===== src/dced_pkg.sv =====
// Shared types, constants and helpers of the directional-change event detector.
package dced_pkg;

  localparam int MAX_RECORDS = 16;
  localparam int CNT_W       = $clog2(MAX_RECORDS);
  localparam int Q_FRAC      = 28;
  localparam int DIV_STEPS   = 32 + Q_FRAC;
  localparam int STEP_W      = $clog2(DIV_STEPS);

  localparam logic [2:0] REG_EVENT_THRESHOLD  = 3'd0;
  localparam logic [2:0] REG_VOLUME_THRESHOLD = 3'd1;
  localparam logic [2:0] REG_INITIAL_PRICE    = 3'd2;
  localparam logic [2:0] REG_INITIAL_TIME     = 3'd3;
  localparam logic [2:0] REG_WINDOW_START     = 3'd4;
  localparam logic [2:0] REG_WINDOW_END       = 3'd5;

  typedef struct packed {
    logic [31:0] trade_price;
    logic [31:0] trade_volume;
    logic        is_buy;
    logic [47:0] trade_time;
  } in_t;

  typedef struct packed {
    logic [47:0]        event_time;
    logic [31:0]        event_price;
    logic [31:0]        high_price;
    logic [31:0]        low_price;
    logic signed [31:0] event_move;
    logic signed [31:0] top_excursion;
    logic signed [31:0] bottom_excursion;
    logic [47:0]        duration;
    logic [31:0]        event_volume;
    logic [31:0]        trade_count;
    logic               last_of_run;
  } out_t;

  // Operands of one ratio (p - n) / d.
  typedef struct packed {
    logic [31:0] p;
    logic [31:0] n;
    logic [31:0] d;
  } div_req_t;

  function automatic logic [31:0] sat_add(input logic [31:0] a, input logic [31:0] b);
    logic [32:0] s;
    s = {1'b0, a} + {1'b0, b};
    return s[32] ? 32'hFFFF_FFFF : s[31:0];
  endfunction

endpackage


===== src/dced_div.sv =====
// Bit-serial signed ratio unit: saturating (p - n) * 2^28 / d.
module dced_div (
  input  logic               clk,
  input  logic               rst,
  input  logic               start,
  input  dced_pkg::div_req_t req,
  output logic               done,
  output logic signed [31:0] quo
);

  logic                          busy;
  logic                          fin;
  logic [dced_pkg::STEP_W-1:0]   cnt;
  logic [dced_pkg::DIV_STEPS-1:0] dvd;
  logic [dced_pkg::DIV_STEPS-1:0] q;
  logic [31:0]                   rem;
  logic [31:0]                   dr;
  logic                          neg;
  logic                          req_neg;
  logic [31:0]                   mag;
  logic [32:0]                   rs;
  logic                          ge;
  logic [32:0]                   diff;

  assign req_neg = req.p < req.n;
  assign mag     = req_neg ? (req.n - req.p) : (req.p - req.n);
  assign rs      = {rem, dvd[dced_pkg::DIV_STEPS-1]};
  assign ge      = rs >= {1'b0, dr};
  assign diff    = rs - {1'b0, dr};

  always_ff @(posedge clk) begin
    if (rst) begin
      busy <= 1'b0;
      fin  <= 1'b0;
      done <= 1'b0;
    end else begin
      if (start) begin
        fin <= 1'b0;
        neg <= req_neg;
        if (mag == 32'd0) begin
          quo  <= 32'sd0;
          done <= 1'b1;
        end else if (req.d == 32'd0) begin
          quo  <= req_neg ? 32'sh8000_0000 : 32'sh7FFF_FFFF;
          done <= 1'b1;
        end else begin
          done <= 1'b0;
          busy <= 1'b1;
          cnt  <= dced_pkg::STEP_W'(dced_pkg::DIV_STEPS - 1);
          dvd  <= {mag, {dced_pkg::Q_FRAC{1'b0}}};
          rem  <= 32'd0;
          q    <= '0;
          dr   <= req.d;
        end
      end else if (busy) begin
        done <= 1'b0;
        fin  <= (cnt == '0);
        rem  <= ge ? diff[31:0] : rs[31:0];
        q    <= {q[dced_pkg::DIV_STEPS-2:0], ge};
        dvd  <= {dvd[dced_pkg::DIV_STEPS-2:0], 1'b0};
        cnt  <= cnt - 1'b1;
        if (cnt == '0)
          busy <= 1'b0;
      end else if (fin) begin
        fin  <= 1'b0;
        done <= 1'b1;
        if (q[dced_pkg::DIV_STEPS-1:31] != '0)
          quo <= neg ? 32'sh8000_0000 : 32'sh7FFF_FFFF;
        else if (neg)
          quo <= $signed(~{1'b0, q[30:0]} + 32'd1);
        else
          quo <= $signed({1'b0, q[30:0]});
      end else begin
        done <= 1'b0;
        fin  <= 1'b0;
      end
    end
  end

`ifndef ASSERT_OFF
  a_start_idle: assert property (@(posedge clk) disable iff (rst)
    start |-> !busy && !fin) else $error("ratio unit restarted while busy");
  a_done_pulse: assert property (@(posedge clk) disable iff (rst)
    done |=> !done) else $error("ratio unit done held");
  a_fin_done: assert property (@(posedge clk) disable iff (rst)
    fin |=> done) else $error("ratio unit lost its result");
`endif

endmodule


===== config.mk =====
export PLATFORM = sky130hd
export DESIGN_NAME = dced_div
export DESIGN_NICKNAME = d
export VERILOG_FILES = /design/src/dced_pkg.sv /design/src/dced_div.sv
export SDC_FILE = /design/constraint.sdc
export NUM_CORES = 1
export LEC_CHECK = 0
export ABC_AREA = 1
export BUFFER_PORTS_ARGS = -buffer_cell sky130_fd_sc_hd__buf_2
export CORE_UTILIZATION = 45
export DETAILED_ROUTE_END_ITERATION = 6
export GPL_TIMING_DRIVEN = 0
export PLACE_DENSITY_LB_ADDON = 0.1
export SLEW_MARGIN = 20
export SYNTH_ARGS = -nofsm -noshare
export SYNTH_HDL_FRONTEND = slang
export SYNTH_SLANG_ARGS = --single-unit
export TNS_END_PERCENT = 30

===== constraint.sdc =====
create_clock -name clk -period 25.1 [get_ports clk]
set_clock_uncertainty 0.05 [all_clocks]
set_input_delay 3.765 -clock clk [delete_from_list [all_inputs] [get_ports clk]]
set_output_delay 3.765 -clock clk [all_outputs]
set_load 0.01 [all_outputs]

==> Yosys cells after proc, flatten, opt, wreduce, memory -nomap -nowiden <==
Index checks and enable logic that the tools add are counted.
{ "word_totals": {"elab_cells": 75, "register_bits": 226, "inputBits": 99, "out_inout_bits": 33} }
{ "classes": {"add_sub_neg": 5, "order_cmp": 2, "muxes": 37, "n_eq_ne": 4, "n_bitwise": 5, "n_reduce_logical": 12} }
{ "op_table": {"columns": ["op", "count"], "rows": [
  ["2-to-1 mux 32 bit", 15],
  ["2-to-1 mux 60 bit", 8],
  ["subtractor 32 bit", 3],
  ["logical NOT 32 bit", 2],
  ["greater-or-equal comparator 33 x 32 -> 1 bit", 1],
  ["adder 32 x 1 -> 32 bit, second input constant", 1],
  ["< comparator 32 bit", 1],
  ["inverter 31 -> 32 bit", 1],
  ["nonzero test 29 bit", 1],
  ["2-to-1 mux 6 bit", 4],
  ["AND reduction 4 bit", 3],
  ["2-to-1 mux 1 bit", 10],
  ["logical NOT 6 bit", 1],
  ["inequality test 2 bit, second input constant", 3],
  ["subtractor 6 x 1 -> 6 bit, second input constant", 1],
  ["inverter 1 bit", 4],
  ["AND reduction 2 bit", 2],
  ["nonzero test 2 bit", 2],
  ["inequality test 3 x 1 -> 1 bit, second input constant", 1],
  ["OR reduction 3 bit", 1]
]} }

==> Longest topological paths before layout <==
{ "depth": {"depth_word": 7, "depth_mapped": 25} }

==> Worst setup path after synthesis <==
Ideal clock, no wire load.
{ "synth_path": {"kind": "input-to-reg", "start": "input port req[64] (netlist name)", "end": "register cnt[0] (netlist name) (enable)", "slack_ns": 9.463, "t_arrival_ns": 14.788, "required_ns": 24.251, "setup_time_ns": 0.799, "path_buffers": 1, "cell_stages": 22, "path_cell_list": "inv_1 > ha_1 > inv_1 > fa_1 > nand3_1 > nand3_1 > nand2_1 > nand2_2 > nand2_1 > nand2_2 > a21oi_2 > buf_4 > nand2_1 > nand2_1 > inv_1 > nand2_1 > nor2_1 > nand2_1 > nor2_2 > nand3_2 > nand2_1 > o21ai_0"} }
{ "synth_via": {"elab_chain_len": 5, "word_cells_on_any_way": 7} }
{ "synth_lines": {"columns": ["item", "line", "rtl"], "rows": [
  ["start: declaration", "dced_div.sv:6", "input dced_pkg::div_req_t req,"],
  ["subtractor 32 bit or < comparator 32 bit (tied branches)", "dced_div.sv:26, dced_div.sv:25", null],
  ["2-to-1 mux 32 bit *", "dced_div.sv:26", "assign mag = req_neg ? (req.n - req.p) : (req.p - req.n);"],
  ["logical NOT 32 bit *", "dced_div.sv:40", "if (mag == 32'd0) begin"],
  ["inequality test 2 bit (no line) *", null, null],
  ["AND reduction 4 bit (no line) *", null, null],
  ["end signal: assignment", "dced_div.sv:49", "cnt <= dced_pkg::STEP_W'(dced_pkg::DIV_STEPS - 1);"],
  ["end signal: assignment", "dced_div.sv:61", "cnt <= cnt - 1'b1;"],
  ["end: declaration", "dced_div.sv:13", "logic [dced_pkg::STEP_W-1:0] cnt;"]
]} }
Mark *: on every way between the ends. The rest lies on a longest branch, timed or not.
A chain may end at the register's enable or synchronous reset.

==> Worst setup path after layout <==
{ "layout_path": {"start": "input port req[64] (netlist name)", "end": "register q[59] (netlist name) (enable)"} }
{ "layout_via": {"elab_chain_len": 5, "word_cells_on_any_way": 7} }
{ "layout_lines": {"columns": ["item", "line", "rtl"], "rows": [
  ["< comparator 32 bit", "dced_div.sv:25", "assign req_neg = req.p < req.n;"],
  ["via req_neg", "dced_div.sv:19", "logic req_neg;"],
  ["2-to-1 mux 32 bit", "dced_div.sv:26", null],
  ["logical NOT 32 bit", "dced_div.sv:40", null],
  ["inequality test 2 bit (no line)", null, null],
  ["AND reduction 4 bit (no line)", null, null],
  ["end signal: assignment", "dced_div.sv:59", "q <= {q[dced_pkg::DIV_STEPS-2:0], ge};"],
  ["end: declaration", "dced_div.sv:15", "logic [dced_pkg::DIV_STEPS-1:0] q;"]
]} }
The timed path passes the listed nets, and every way through them passes these cells.

==> out/results.tsv <==
stage	metric	value	unit
sta	report.final.slew_viol_count	0	
yosys	synthTopCellsByArea	edfxtp_1 37%, nand2_1 16%, inv_1 10%	
pwr	leakage	9.04	nW
placed_design	gp_congestion	0.912	
global_route	grt_max_degree	33	
yosys	synth_top_cell_by_area	edfxtp_1	
pwr	fin_total_pwr	984	µW
cts	cts_made_buffers	17	
setup_path	slowest_stage	o21ai_4	
cts	cts_setup_buffers	0	
hold_path	hold_path.class	flip-flop to flip-flop	
cells_and_area	layout.nets	2576	
setup_path	cp_max_fo	21	
cells_and_area	final_layout_size_suffix_gt1_frac	0.111	
floorplanning	io_pins	132	
cts	cts.sinks	198	
cts	clk_pin_slew_worst_paths	0.07	ns
yosys	synth_edf_count	195	
detailed_routing	dr_total_vias	14100	
sta	rsz0062_at_grt	no	
sta	layout_min_cycle_time	7.39	ns
cells_and_area	insertedDiodeCount	0	
cts	cts_resized	0	
setup_path	critPathCaptureType	flip-flop	
yosys	synth_top_area_share	0.371	
setup_path	path_common_cell	nand2_1	
cells_and_area	final_core_util	0.516	
cts	postCtsHoldBufs	0	
detailed_routing	dr.pass1.iters	6	
floorplanning	rows	68	
sta	whs	0.451	ns
detailed_routing	drc	0	
sta	setup-tns-final	0	ns
global_route	track_usage	0.229	
placed_design	dpl_cell_area	17200	µm²
yosys	synthXorXnorAreaFrac	0.0344	
yosys	synth_area	15800	µm²
floorplanning	die_y	189	µm
placed_design	hpwl	33.2	mm
global_route	grt_pass1_vias	13300	
yosys	synth_flop_cell	edfxtp_1	
floorplanning	start_util	0.457	
sta	worstMarginPinSlew	0.884	ns
setup_path	crit_required	25.21	ns
floorplanning	dieArea	35800	µm²
cells_and_area	final_cell_area	17800	µm²
setup_path	worstPathCellList	buf_2 -> inv_1 -> ha_1 -> inv_1 -> fa_1 -> nand3_1 -> nand3_1 -> nand2_1 -> nand2_2 -> nand2_1 -> nand2_2 -> a21oi_2 -> buf_2 -> nand2_1 -> nand2_1 -> nor2_1 -> nand2_1 -> nor2_1 -> nand3_2 -> nand2_1 -> o21ai_4 -> buf_16 -> buf_16 -> buf_16	
yosys	avgSynthCellArea	7.11	µm²
setup_path	critPathLaunchType	primary input	
setup_path	max_stage_delay	0.52	ns
pwr	power_density	55.2	nW/µm²
cts	clock-root-buffer	clkbuf_16	
yosys	ys_seq_area_frac	0.375	
yosys	ys_ff_latch	198	
sta	min_period_over_period	0.294	
run	cap_viol_max_count	0	
floorplanning	die_w	189	µm
cells_and_area	fillers	3536	
cells_and_area	syn2layout_area_growth	13.0	%
run_status	outcome	completed	
detailed_routing	wl_per_cell	14.2	µm
placed_design	portBuffers	130	
floorplanning	core-area	34500	µm²
yosys	synth_adder_area_share	0.0831	
yosys	ys_warn_count	0	
global_route	grt_first_pass_wirelength	65.3	mm
yosys	synth_cell_types	47	
sta	hold_viol	0	
sta	finalSetupViolations	0	
sta	fmax	135	MHz
global_route	grt-ovfl-total	0	
sta	relSlewSlack	0.411	
yosys	synth_compound_area_frac	0.0967	
pwr	vdd_drop_max	39.6	µV
yosys	yosys-mux-area-fraction	0	
yosys	yosys.area_share.simple	0.292	
cts	clock_latency	0.45	ns
detailed_routing	drtIter0Drc	874	
detailed_routing	wl	40.3	mm
yosys	postSynthCellCount	2217	
yosys	synth_top_family_by_area	simple AND/OR/NAND/NOR gates	
setup_path	cp.arrival	7.50	ns
yosys	synthArstFlopShare	0	
global_route	grt_antenna_before_repair	0	
setup_path	critPathKind	primary input to flip-flop	
yosys	synth_nets	2419	
detailed_routing	vias_per_cell	4.97	
cts	htreeDepth	4	
detailed_routing	drtAntennaViolNets	0	
cts	cts_tree	yes	
cts	clk_path_buf_depth	2	
[cells in the mapped netlist (33+ instances only)]
library cell and instances:
nand2_1 674, inv_1 420, edfxtp_1 195, nor2_1 191, nand3_1 115, a21oi_1 105, ha_1 100, o21ai_0 89
xor2_1 41, nand2_2 34, a31oi_1 33, clkbuf_1 33
[per-stage QoR]
stage,worst slack [ns],cells
after floorplan,9.46,2217
after global placement,4.68,2802
after detailed placement,17.04,2810
after CTS,17.51,2842
after global routing,17.33,2842
final,17.71,2842
[cell usage in the layout (no fill, tap or decap), drive strengths merged]
master	Yosys	final
nor2	201	201
a31oi	33	33
nand3	117	117
xor2	41	41
nand3b	4	4
nor3	22	22
a211oi	4	4
o21ai	95	95
o211ai	7	7
o21bai	6	6
and2	1	1
o21a	2	2
a21oi	108	108
xnor2	21	21
a21boi	3	3
clkbuf	35	53
bufinv	0	1
a221oi	2	2
o2111ai	1	1
dfxtp	3	3
clkinvlp	0	2
a41oi	1	1
ha	100	100
fa	3	3
nor4	16	16
nand2	710	710
o41ai	1	1
a21o	7	7
edfxtp	195	195
or2	7	7
clkinv	2	4
inv	424	433
buf	20	158
nand4	24	24
o31ai	1	1
[worst max-delay path: cells and delay by family]
family	cells	cell delay, ns
AOI/OAI and AO/OA	2	0.75
buffers and inverters	7	1.10
adders and majority gates	2	0.60
and+or+nand+nor	13	1.26
[where the power goes]
group	internal [mW]	total (mW)	leakage (nW)	switching [mW]
Clock	0.144	0.277	0.287	0.133
Sequential	0.396	0.406	1.89	0.0103
Combinational	0.105	0.300	6.87	0.195
Total	0.645	0.984	9.04	0.338
[flip-flops by register name (all words and copies together), names as in the netlist]
name	count
q	60
dr	32
dvd	32
quo	32
rem	32
cnt	6
busy	1
done	1
fin	1
neg	1
[per-layer routing]
metal  GRT usage  vias to the layer above  part of all wire
li1            -                     7363                 -
met1       0.298                     6400              0.47
met2       0.395                      314              0.47
met3      0.0221                       58             0.032
met4      0.0779                        0             0.027
met5           0                        -                 0
[cell type report]
type	instances	area (µm²)	area share
clock buffers	18	439	0.0246
flip-flops and latches	198	5920	0.332
repair buffers	138	871	0.0489
multi-input cells	1538	8000	0.449
well taps	455	569	0.0319
clock inverters	14	156	0.00877
inverters	426	1600	0.0897
plain buffers	55	279	0.0157
[final timing paths]
| path | endpoint | slack [ns] | start | cells after the start |
|---|---|---|---|---|
| setup / recovery | q[59] | 17.71 | req[64] | 24 |
| hold / removal | busy | 0.45 | busy | 2 |
| setup reg to reg | rem[29] | 21.60 | rem[17] | 15 |
| hold reg to reg | busy | 0.45 | busy | 2 |
[cells by family after synthesis]
logic type / Yosys count
flip-flops: 198
XOR/XNOR: 62
buffers and inverters: 481
adder cells (fa/ha/maj): 103
AND/OR/NAND/NOR: 1102
AO/OA/AOI/OAI: 271
(Power assumes the default switching activity.)
